<file path="src/hdl/dcpq_pkg.sv">
// ----------------------------------------------------------------------------
// dcpq_pkg
// types, request codes and ranking helpers of the digit count priority queue
// ----------------------------------------------------------------------------
package dcpq_pkg;

  localparam int DEFAULT_QUEUE_DEPTH = 16;
  localparam int FIFO_DEPTH          = 2;

  localparam int REQ_W   = 2;
  localparam int VALUE_W = 32;
  localparam int DIG_W   = 4;
  localparam int COUNT_W = 5;

  localparam logic [REQ_W-1:0] REQ_PUSH = 2'd0;
  localparam logic [REQ_W-1:0] REQ_PEEK = 2'd1;
  localparam logic [REQ_W-1:0] REQ_POP  = 2'd2;

  localparam logic signed [VALUE_W-1:0] EMPTY_VALUE = -32'sd1;

  localparam logic [VALUE_W-2:0] POW10 [10] = '{
    31'd1, 31'd10, 31'd100, 31'd1000, 31'd10000, 31'd100000,
    31'd1000000, 31'd10000000, 31'd100000000, 31'd1000000000
  };

  typedef struct packed {
    logic [REQ_W-1:0]          req;
    logic signed [VALUE_W-1:0] value;
    logic [DIG_W-1:0]          digits;
  } item_t;

  typedef struct packed {
    logic signed [VALUE_W-1:0] best_value;
    logic                      was_empty;
    logic                      push_rejected;
    logic [COUNT_W-1:0]        entry_count;
  } res_t;

  // decimal digit count, zero for non-positive values
  function automatic logic [DIG_W-1:0] digits_of(input logic signed [VALUE_W-1:0] v);
    logic [DIG_W-1:0] d;
    d = '0;
    if (!v[VALUE_W-1]) begin
      for (int k = 0; k < 10; k++) begin
        d = d + DIG_W'(v[VALUE_W-2:0] >= POW10[k]);
      end
    end
    return d;
  endfunction

  // a ranks strictly ahead of b
  function automatic logic better(input logic [DIG_W-1:0] a_dig,
                                  input logic signed [VALUE_W-1:0] a_val,
                                  input logic [DIG_W-1:0] b_dig,
                                  input logic signed [VALUE_W-1:0] b_val);
    return (a_dig < b_dig) || ((a_dig == b_dig) && (a_val > b_val));
  endfunction

endpackage

</file>
<file path="src/hdl/dcpq_fifo.sv">
// ----------------------------------------------------------------------------
// dcpq_fifo
// short decoupling queue between the classify front and the cell chain
// ----------------------------------------------------------------------------
module dcpq_fifo (
  input  logic            clk_i,
  input  logic            rst_ni,
  input  logic            in_valid_i,
  output logic            in_ready_o,
  input  dcpq_pkg::item_t in_item_i,
  output logic            out_valid_o,
  input  logic            out_ready_i,
  output dcpq_pkg::item_t out_item_o
);
  import dcpq_pkg::*;

  localparam int AW = (FIFO_DEPTH > 1) ? $clog2(FIFO_DEPTH) : 1;
  localparam int CW = $clog2(FIFO_DEPTH + 1);

  item_t         mem_q [FIFO_DEPTH];
  logic [AW-1:0] wr_ptr_q, wr_ptr_d, rd_ptr_q, rd_ptr_d;
  logic [CW-1:0] cnt_q, cnt_d;
  logic          wr_en, rd_en;

  assign in_ready_o  = (cnt_q != CW'(FIFO_DEPTH));
  assign out_valid_o = (cnt_q != '0);
  assign out_item_o  = mem_q[rd_ptr_q];
  assign wr_en       = in_valid_i && in_ready_o;
  assign rd_en       = out_valid_o && out_ready_i;

  always_comb begin
    wr_ptr_d = wr_ptr_q;
    rd_ptr_d = rd_ptr_q;
    cnt_d    = cnt_q;
    if (wr_en) begin
      wr_ptr_d = (wr_ptr_q == AW'(FIFO_DEPTH - 1)) ? '0 : wr_ptr_q + AW'(1);
    end
    if (rd_en) begin
      rd_ptr_d = (rd_ptr_q == AW'(FIFO_DEPTH - 1)) ? '0 : rd_ptr_q + AW'(1);
    end
    if (wr_en && !rd_en) begin
      cnt_d = cnt_q + CW'(1);
    end else if (!wr_en && rd_en) begin
      cnt_d = cnt_q - CW'(1);
    end
  end

  always_ff @(posedge clk_i or negedge rst_ni) begin
    if (!rst_ni) begin
      wr_ptr_q <= '0;
      rd_ptr_q <= '0;
      cnt_q    <= '0;
    end else begin
      wr_ptr_q <= wr_ptr_d;
      rd_ptr_q <= rd_ptr_d;
      cnt_q    <= cnt_d;
    end
  end

  always_ff @(posedge clk_i) begin
    if (wr_en) begin
      mem_q[wr_ptr_q] <= in_item_i;
    end
  end

endmodule

</file>
<file path="src/hdl/dcpq_front.sv">
// ----------------------------------------------------------------------------
// dcpq_front
// request intake stage, tags each beat with the digit count of its value
// ----------------------------------------------------------------------------
module dcpq_front (
  input  logic                                    clk_i,
  input  logic                                    rst_ni,
  input  logic                                    push,
  output logic                                    full,
  input  logic [dcpq_pkg::REQ_W-1:0]              req_type_i,
  input  logic signed [dcpq_pkg::VALUE_W-1:0]     value_i,
  output logic                                    out_valid_o,
  input  logic                                    out_ready_i,
  output dcpq_pkg::item_t                         out_item_o
);
  import dcpq_pkg::*;

  logic  valid_q, valid_d;
  item_t item_q, item_d;
  logic  take;
  logic  accept;

  assign take        = !valid_q || out_ready_i;
  assign full        = !take;
  assign accept      = push && take;
  assign out_valid_o = valid_q;
  assign out_item_o  = item_q;

  always_comb begin
    valid_d = valid_q;
    item_d  = item_q;
    if (take) begin
      valid_d = accept;
    end
    if (accept) begin
      item_d.req    = req_type_i;
      item_d.value  = value_i;
      item_d.digits = digits_of(value_i);
    end
  end

  always_ff @(posedge clk_i or negedge rst_ni) begin
    if (!rst_ni) begin
      valid_q <= 1'b0;
    end else begin
      valid_q <= valid_d;
    end
  end

  always_ff @(posedge clk_i) begin
    item_q <= item_d;
  end

endmodule

</file>
<file path="src/hdl/dcpq_back.sv">
// ----------------------------------------------------------------------------
// dcpq_back
// sorted cell chain, best entry in cell zero, and the result register
// ----------------------------------------------------------------------------
module dcpq_back #(
  parameter int QUEUE_DEPTH = dcpq_pkg::DEFAULT_QUEUE_DEPTH
) (
  input  logic            clk_i,
  input  logic            rst_ni,
  input  logic            in_valid_i,
  output logic            in_ready_o,
  input  dcpq_pkg::item_t in_item_i,
  output logic            res_valid_o,
  input  logic            res_ready_i,
  output dcpq_pkg::res_t  res_o
);
  import dcpq_pkg::*;

  localparam int CW = $clog2(QUEUE_DEPTH + 1);

  logic signed [VALUE_W-1:0] val_q [QUEUE_DEPTH];
  logic signed [VALUE_W-1:0] val_d [QUEUE_DEPTH];
  logic [DIG_W-1:0]          dig_q [QUEUE_DEPTH];
  logic [DIG_W-1:0]          dig_d [QUEUE_DEPTH];
  logic [QUEUE_DEPTH-1:0]    valid_q, valid_d;

  logic signed [VALUE_W-1:0] up_val [QUEUE_DEPTH];
  logic [DIG_W-1:0]          up_dig [QUEUE_DEPTH];
  logic [QUEUE_DEPTH-1:0]    up_vld;
  logic [QUEUE_DEPTH-1:0]    up_gt;
  logic signed [VALUE_W-1:0] dn_val [QUEUE_DEPTH];
  logic [DIG_W-1:0]          dn_dig [QUEUE_DEPTH];
  logic [QUEUE_DEPTH-1:0]    dn_vld;
  logic [QUEUE_DEPTH-1:0]    gt;

  logic [CW-1:0]         cnt_q, cnt_d;
  logic [CW+COUNT_W-1:0] cnt_wide;
  res_t                  res_q, res_c;
  logic                  res_valid_q, res_valid_d;
  logic                  go;
  logic                  chain_full, chain_empty;

  assign in_ready_o  = !res_valid_q || res_ready_i;
  assign go          = in_valid_i && in_ready_o;
  assign chain_full  = valid_q[QUEUE_DEPTH-1];
  assign chain_empty = !valid_q[0];
  assign res_valid_o = res_valid_q;
  assign res_o       = res_q;

  for (genvar i = 0; i < QUEUE_DEPTH; i++) begin : g_cell
    assign gt[i] = !valid_q[i] ||
                   better(in_item_i.digits, in_item_i.value, dig_q[i], val_q[i]);
    if (i == 0) begin : g_head
      assign up_gt[i]  = 1'b0;
      assign up_val[i] = '0;
      assign up_dig[i] = '0;
      assign up_vld[i] = 1'b1;
    end else begin : g_body
      assign up_gt[i]  = gt[i-1];
      assign up_val[i] = val_q[i-1];
      assign up_dig[i] = dig_q[i-1];
      assign up_vld[i] = valid_q[i-1];
    end
    if (i == QUEUE_DEPTH - 1) begin : g_tail
      assign dn_val[i] = '0;
      assign dn_dig[i] = '0;
      assign dn_vld[i] = 1'b0;
    end else begin : g_link
      assign dn_val[i] = val_q[i+1];
      assign dn_dig[i] = dig_q[i+1];
      assign dn_vld[i] = valid_q[i+1];
    end
  end

  always_comb begin
    val_d   = val_q;
    dig_d   = dig_q;
    valid_d = valid_q;
    cnt_d   = cnt_q;
    res_c   = '0;
    if (go) begin
      unique case (in_item_i.req) inside
        REQ_PUSH: begin
          if (chain_full) begin
            res_c.push_rejected = 1'b1;
          end else begin
            for (int i = 0; i < QUEUE_DEPTH; i++) begin
              if (gt[i]) begin
                val_d[i] = up_gt[i] ? up_val[i] : in_item_i.value;
                dig_d[i] = up_gt[i] ? up_dig[i] : in_item_i.digits;
              end
              valid_d[i] = valid_q[i] || up_vld[i];
            end
            cnt_d = cnt_q + CW'(1);
          end
        end
        REQ_PEEK, REQ_POP: begin
          if (chain_empty) begin
            res_c.best_value = EMPTY_VALUE;
            res_c.was_empty  = 1'b1;
          end else begin
            res_c.best_value = val_q[0];
            if (in_item_i.req == REQ_POP) begin
              for (int i = 0; i < QUEUE_DEPTH; i++) begin
                val_d[i]   = dn_val[i];
                dig_d[i]   = dn_dig[i];
                valid_d[i] = dn_vld[i];
              end
              cnt_d = cnt_q - CW'(1);
            end
          end
        end
        default: ;
      endcase
    end
    cnt_wide          = {{COUNT_W{1'b0}}, cnt_d};
    res_c.entry_count = cnt_wide[COUNT_W-1:0];
  end

  always_comb begin
    res_valid_d = res_valid_q;
    if (go) begin
      res_valid_d = 1'b1;
    end else if (res_ready_i) begin
      res_valid_d = 1'b0;
    end
  end

  always_ff @(posedge clk_i or negedge rst_ni) begin
    if (!rst_ni) begin
      valid_q     <= '0;
      cnt_q       <= '0;
      res_valid_q <= 1'b0;
    end else begin
      valid_q     <= valid_d;
      cnt_q       <= cnt_d;
      res_valid_q <= res_valid_d;
    end
  end

  always_ff @(posedge clk_i) begin
    val_q <= val_d;
    dig_q <= dig_d;
    if (go) begin
      res_q <= res_c;
    end
  end

endmodule

</file>
<file path="src/hdl/digit_count_priority_queue_core.sv">
// ----------------------------------------------------------------------------
// digit_count_priority_queue_core
// bounded priority queue, fewest decimal digits first, larger value on ties
// ----------------------------------------------------------------------------
// request side: drive req_type_i and value_i with push high; the beat is
// taken on a clock edge where full is low. codes: push value, peek, pop.
// result side: one result beat per request, in request order. while empty is
// low the oldest result is on best_value_o, was_empty_o, push_rejected_o and
// entry_count_o; it leaves on a clock edge where pop is high.
// path: a request taken at an edge passes the intake register and the
// two-entry decoupling queue; the cell chain stage registers its result.
// throughput: one request per cycle while pop stays high; the sorted cell
// chain inserts or shifts out its head in parallel; no scan over entries.
// stall: when pop stays low the result register holds, the chain stops, the
// queue fills and full rises after at most three more beats.
// reset: all cells are marked unused and the count clears at once; no
// clearing pass is needed, requests are taken right after reset.
// ----------------------------------------------------------------------------
module digit_count_priority_queue_core #(
  parameter int QUEUE_DEPTH = dcpq_pkg::DEFAULT_QUEUE_DEPTH
) (
  input  logic                                clk_i,
  input  logic                                rst_ni,
  input  logic                                push,
  output logic                                full,
  input  logic [dcpq_pkg::REQ_W-1:0]          req_type_i,
  input  logic signed [dcpq_pkg::VALUE_W-1:0] value_i,
  output logic                                empty,
  input  logic                                pop,
  output logic signed [dcpq_pkg::VALUE_W-1:0] best_value_o,
  output logic                                was_empty_o,
  output logic                                push_rejected_o,
  output logic [dcpq_pkg::COUNT_W-1:0]        entry_count_o
);
  import dcpq_pkg::*;

  item_t front_item, back_item;
  logic  front_valid, front_ready;
  logic  back_valid, back_ready;
  res_t  res;
  logic  res_valid;

  dcpq_front u_front (
    .clk_i       (clk_i),
    .rst_ni      (rst_ni),
    .push        (push),
    .full        (full),
    .req_type_i  (req_type_i),
    .value_i     (value_i),
    .out_valid_o (front_valid),
    .out_ready_i (front_ready),
    .out_item_o  (front_item)
  );

  dcpq_fifo u_fifo (
    .clk_i       (clk_i),
    .rst_ni      (rst_ni),
    .in_valid_i  (front_valid),
    .in_ready_o  (front_ready),
    .in_item_i   (front_item),
    .out_valid_o (back_valid),
    .out_ready_i (back_ready),
    .out_item_o  (back_item)
  );

  dcpq_back #(
    .QUEUE_DEPTH (QUEUE_DEPTH)
  ) u_back (
    .clk_i       (clk_i),
    .rst_ni      (rst_ni),
    .in_valid_i  (back_valid),
    .in_ready_o  (back_ready),
    .in_item_i   (back_item),
    .res_valid_o (res_valid),
    .res_ready_i (pop),
    .res_o       (res)
  );

  assign empty           = !res_valid;
  assign best_value_o    = res.best_value;
  assign was_empty_o     = res.was_empty;
  assign push_rejected_o = res.push_rejected;
  assign entry_count_o   = res.entry_count;

endmodule

</file>
<file path="config.mk">
export PLATFORM = sky130hd
export DESIGN_NAME = digit_count_priority_queue_core
export DESIGN_NICKNAME = d
export VERILOG_FILES = /design/src/hdl/dcpq_pkg.sv /design/src/hdl/dcpq_fifo.sv /design/src/hdl/dcpq_front.sv /design/src/hdl/dcpq_back.sv /design/src/hdl/digit_count_priority_queue_core.sv
export SDC_FILE = /design/constraint.sdc
export NUM_CORES = 2
export LEC_CHECK = 0
export BUFFER_PORTS_ARGS = -buffer_cell sky130_fd_sc_hd__buf_2
export CELL_PAD_IN_SITES_DETAIL_PLACEMENT = 1
export CELL_PAD_IN_SITES_GLOBAL_PLACEMENT = 1
export CORE_ASPECT_RATIO = 0.75
export CORE_MARGIN = 5
export CORE_UTILIZATION = 35
export DETAILED_ROUTE_END_ITERATION = 16
export PLACE_DENSITY_LB_ADDON = 0.1
export SLEW_MARGIN = 20
export SYNTH_ARGS = -nofsm -noshare
export SYNTH_HDL_FRONTEND = slang
export SYNTH_SLANG_ARGS = --single-unit
</file>
<file path="constraint.sdc">
create_clock -name clk_i -period 17.75 [get_ports clk_i]
set_clock_uncertainty 0.2 [all_clocks]
set_input_delay 1.775 -clock clk_i [delete_from_list [all_inputs] [get_ports clk_i]]
set_output_delay 1.775 -clock clk_i [all_outputs]
set_load 0.02 [all_outputs]
</file>
# Yosys cells after proc, flatten, opt, wreduce, memory -nomap -nowiden
# Memories as Yosys holds them, arrays and structs flattened.
# Index checks and enable logic that the tools add are counted.
[totals]
reg_bits = 680
latchBits = 0
mem_bits_rw = 76
mem_bits_ro = 0
inputBits = 38
output_inout_bits = 41
wordCells = 350
mem_count = 1
[classes]
add_sub_neg = 15
mul = 0
div = 0
order_cmp = 42
n_eq_ne = 38
shift = 0
muxes = 90
n_bitwise = 0
n_reduce_logical = 116
[mem_list]
columns = ["name", "depth", "word_bits", "read_ports", "rd_clocked_by_memory_dff", "write_ports", "line_no", "source"]
rows = [
  ["u_fifo.mem_q", 2, 38, 1, 0, 1, "dcpq_fifo.sv:20", "item_t mem_q [FIFO_DEPTH];"],
]
[op_table]
columns = ["cell", "count"]
rows = [
  ["two-way mux 512 bit", 3],
  ["two-way mux 32 bit", 32],
  ["one-hot mux 512 bit (2 select lines)", 1],
  ["greater-than comparator 32 bit", 16],
  ["two-way mux 64 bit", 3],
  ["one-hot mux 64 bit (2 select lines)", 1],
  ["two-way mux 4 bit", 31],
  ["AND reduction 6 bit", 16],
  ["equality test 4 bit", 16],
  ["< comparator 4 bit", 16],
  ["logical OR 1 bit", 49],
  ["two-way mux 16 bit", 3],
  ["!= test 2 x 1 -> 1 bit, second input constant", 18],
  ["adder 4 x 1 -> 4 bit", 8],
  ["one-hot mux 16 bit (2 select lines)", 1],
  [">= comparator 31 x 1 -> 1 bit, second input constant", 1],
  [">= comparator 31 x 10 -> 1 bit, second input constant", 1],
  [">= comparator 31 x 14 -> 1 bit, second input constant", 1],
  [">= comparator 31 x 17 -> 1 bit, second input constant", 1],
  [">= comparator 31 x 20 -> 1 bit, second input constant", 1],
  [">= comparator 31 x 24 -> 1 bit, second input constant", 1],
  [">= comparator 31 x 27 -> 1 bit, second input constant", 1],
  [">= comparator 31 x 30 -> 1 bit, second input constant", 1],
  [">= comparator 31 x 4 -> 1 bit, second input constant", 1],
  ["other kinds (22)", 78],
]

# Depth between registers and ports, before layout
[depth]
word_depth = 10
ltp_mapped = 18
ltp_nobuf = 18

# Cells and area by module
# A second synthesis with hierarchy kept.
[hier_totals]
cells_unflattened = 4425
area_unflattened_um2 = 49456.2
[by_module_without_submodules]
columns = ["mod", "instances", "cells_per_inst", "area_each_um2", "seq_area_each_um2"]
rows = [
  ["dcpq_back", 1, 4142, 44567.7, 19018.2],
  ["dcpq_fifo", 1, 136, 2982.9, 2382.3],
  ["dcpq_front", 1, 146, 1901.8, 1166.1],
  ["digit_count_priority_queue_core", 1, 1, 3.8, 0.0],
]

# Worst setup path before layout
# Ideal clock, no wire load.
[synth_path]
path_type = "input port to flip-flop"
startpoint = "input value_i[27] (netlist bit)"
endpoint = "register u_front.item_q, in the netlist u_front.out_item_o[1], data pin"
setup_ns = 0.254
arrival_ns = 6.251
required_time_ns = 17.296
path_slack_ns = 11.046
path_stages = 16
path_buffers = 0
path_cell_list = "nor4_1 nor4b_1 nand3_1 or4_1 nor3_1 nand3_1 nor4_1 nand2_1 fa_1 fa_1 fa_1 inv_1 fa_1 inv_1 fa_1 nor2b_1"
[synth_via]
elab_chain_cells = 10
elab_cells_between_ends = 19
cone_classes = "add/sub (9); order compare (10)"
[synth_rtl]
columns = ["item", "line_no", "source"]
rows = [
  ["start: declaration", "digit_count_priority_queue_core.sv:27", "input logic signed [dcpq_pkg::VALUE_W-1:0] value_i,"],
  [">= comparator 31 x 1 -> 1 bit / >= comparator 31 x 4 -> 1 bit (equally long branches)", "dcpq_pkg.sv:45", "d = d + DIG_W'(v[VALUE_W-2:0] >= POW10[k]);"],
  ["adder 1 x 1 -> 2 bit", "dcpq_pkg.sv:45", ""],
  ["adder 4 x 1 -> 4 bit (7 in series)", "dcpq_pkg.sv:45", ""],
  ["adder 4 x 1 -> 4 bit *", "dcpq_pkg.sv:45", ""],
  ["end signal: assignment", "dcpq_front.sv:51", "item_q <= item_d;"],
  ["end: declaration", "dcpq_front.sv:19", "item_t item_q, item_d;"],
]
# Mark *: on every way between the ends. The rest lies on a longest branch, timed or not.
# A chain may end at the register's enable or synchronous reset.

# Worst setup path in the final report
# Same ends and word-level chain as after synthesis.

==> impl_metrics.py <==
metrics = {
    "run_status": {
        "status": "completed",
    },
    "yosys": {
        "yosys_warnings": 0,
        "synth-main-ff-cell": "edfxtp_1",
        "syn_area_sq_um": 49800,
        "synthArstFlopShare": 0.0357,
        "synth_top_area_share": 0.440,
        "post-synth-top-count-cell": "edfxtp_1",
        "synthDominantAreaCellType": "edfxtp_1",
        "synthTopCellsByCount": "edfxtp_1 (729), nand2_1 (616), o21ai_0 (561), ha_1 (552), mux2i_1 (542)",
        "seq_area_frac_synth": 0.453,
        "postSynthCellCount": 4901,
        "synthDistinctLibCells": 69,
        "netlist_top_cells_area": "edfxtp_1 (44%), ha_1 (14%), mux2i_1 (11%)",
        "synth_area_per_cell_sq_um": 10.2,
        "synth_fp_nets": 5497,
        "synth-seq-cells": 756,
        "synth_edf_count": 729,
    },
    "cells_and_area": {
        "drive_above_1_share": 0.0789,
        "final_nets": 5529,
        "fin_util": 0.393,
        "finalInstanceArea_sq_um": 55300,
        "area_delta_synth_final_pct": 11.0,
    },
    "sta": {
        "fin_crit_sh": 0.375,
        "drv_slew": 0,
        "finalSetupTns_ns": 0,
        "hold_viol": 0,
        "fmax_ghz": 0.150,
        "tightest_slew_ns": 1.22,
        "relSlewSlack": 0.179,
        "rsz0062_at_grt": "false",
        "setup_viol": 0,
        "period_minus_slack_ns": 6.66,
    },
    "grt": {
        "antenna_found_initial": 9,
        "gr-usage-all-layers": 0.222,
        "grt_max_degree": 247,
        "grt_pass1_vias": 38800,
        "grt_first_pass_wirelength_microns": 253000,
        "gr-total-overflow": 0,
    },
    "floorplan": {
        "die_h_microns": 337,
        "dieArea_sq_um": 150000,
        "core-area_sq_um": 141000,
        "io_pins": 79,
        "rows": 119,
        "die_w_microns": 446,
        "start_util": 0.354,
    },
    "routing": {
        "ant_nets": 0,
        "drtIter0Drc": 2563,
        "drt-total-wl_microns": 169000,
        "vias": 37400,
        "viasPerCell": 5.43,
        "first_pass_iters": 5,
        "wire_per_inst_microns": 24.5,
        "drcViolationCount": 0,
    },
    "cts": {
        "root_buffer": "clkbuf_16",
        "cts.htree.levels": 3,
        "tritoncts": "yes",
        "post-cts-setup-buffers": 0,
        "cts_resized": 0,
        "numCtsBuffers": 89,
        "cts_buffer_depth": 3,
        "clock-sinks": 756,
        "hold_buffers": 0,
        "clk_latency_ns": 0.73,
        "clkTransAtPathRegs_ns": 0.06,
    },
    "placed_design": {
        "gp_congestion": 0.814,
        "dpl_cell_area_sq_um": 52400,
        "place_hpwl_microns": 123000,
        "io_buffers": 78,
    },
    "run": {
        "drv_cap": 0,
    },
    "critical_path": {
        "end_kind": "flip-flop",
        "path_class": "in2reg",
        "critical_path.startpoint": "value_i[27]",
        "cp.arrival_ns": 6.94,
        "start_kind": "input port",
        "crit_fanout": 3,
        "critPathRequiredTime_ns": 18.03,
        "r2r_cells": 14,
        "timing.rr.start": "u_fifo.rd_ptr_q",
    },
    "worst_hold_path": {
        "hold_path_class": "reg2reg",
        "min-delay-start": "u_front.out_item_o[16]",
        "min_path_cells": 0,
    },
}
cell type report:
class	count	area, sq um
clock buffer	112	2330
inverter	543	2040
fill	15700	85600
tap	1875	2350
antenna	8	20.0
sequential	756	22600
timing repair buffer	182	1230
multi-input combinational	3361	24300
clock inverter	54	485
final timing paths:
kind	slack (ns)	endpoint
setup / recovery	11.09	u_front.out_item_o[1]
hold / removal	0.23	u_fifo.mem_q[1][16]
max in group asynchronous	16.00	u_back.valid_q[8]
setup reg to reg	11.43	u_back.dn_val[118]
hold reg to reg	0.23	u_fifo.mem_q[1][16]
min in group asynchronous	0.89	u_fifo.cnt_q[0]
cells in the final DEF, fill, tap and decap left out, types with 20 or more instances in the layout:
cell and instances:
nor2b_1 33, nand4_1 128, nand2b_1 20, o21ai_0 561
nor4_1 20, buf_2 78, dfrtp_1 27, a21boi_0 21
o21a_1 39, a21oi_1 310, edfxtp_1 729, mux2i_1 542
mux2_2 38, clkbuf_16 90, a21o_1 24, ha_1 551
nand3_1 66, o211ai_1 23, nand2_1 615, nor2_1 152
clkinv_1 22, clkbuf_1 22, inv_1 540, buf_4 99
stage by stage:
step	hold WS [ns]	instances	setup WS [ns]
floorplan	0.221	4901	11.05
global placement	0.225	6714	10.38
detailed placement	0.233	6716	10.32
CTS	0.235	6882	11.10
global route	0.252	6884	10.68
finish	0.234	6891	11.09
critical path: stages:
cell and delay (ns):
buf_2 0.11, nor4_1 0.31, nor4b_1 0.46, nand3_1 0.17, or4_1 0.47, nor3_1 0.21
nand3_1 0.14, nor4_1 0.37, nand2_1 0.17, fa_1 0.54, fa_1 0.53, fa_1 0.54
inv_1 0.05, fa_1 0.42, inv_1 0.10, fa_1 0.41, nor2b_1 0.13
per-layer routing:
layer / track usage / wire, microns / up-vias / share of wire
li1: - / - / 17800 / -
met1: 0.330 / 84900 / 18800 / 0.50
met2: 0.336 / 70900 / 640 / 0.42
met3: 0.0359 / 7990 / 197 / 0.047
met4: 0.0572 / 4810 / 0 / 0.029
met5: 0 / 0 / - / 0
registers in the layout, indices dropped and copies added (netlist names), 2 cells and up:
register and flops:
u_back.cnt_q 5, u_back.dig_q 64, u_back.dn_val 480, u_back.res_o 39
u_back.up_val 32, u_back.valid_q 16, u_fifo.cnt_q 2, u_fifo.mem_q 76
u_front.out_item_o 38
kinds of logic (layout without fill, tap and decap cells):
logic type               Yosys count  count (layout)  share of synthesized area
adder cells (fa/ha/maj)          558             558                      0.141
XOR/XNOR                           7               7                    0.00123
buffers and inverters            784             891                     0.0637
AND/OR/NAND/NOR                 1125            1125                      0.101
AO/OA/AOI/OAI                   1091            1091                      0.122
multiplexers                     580             580                      0.118
flip-flops                       756             756                      0.453
other                              0               8                          0
Power is left out: the tool's default activity adds up to more than one toggle a clock period on the data nets, which glitch-free logic cannot reach.
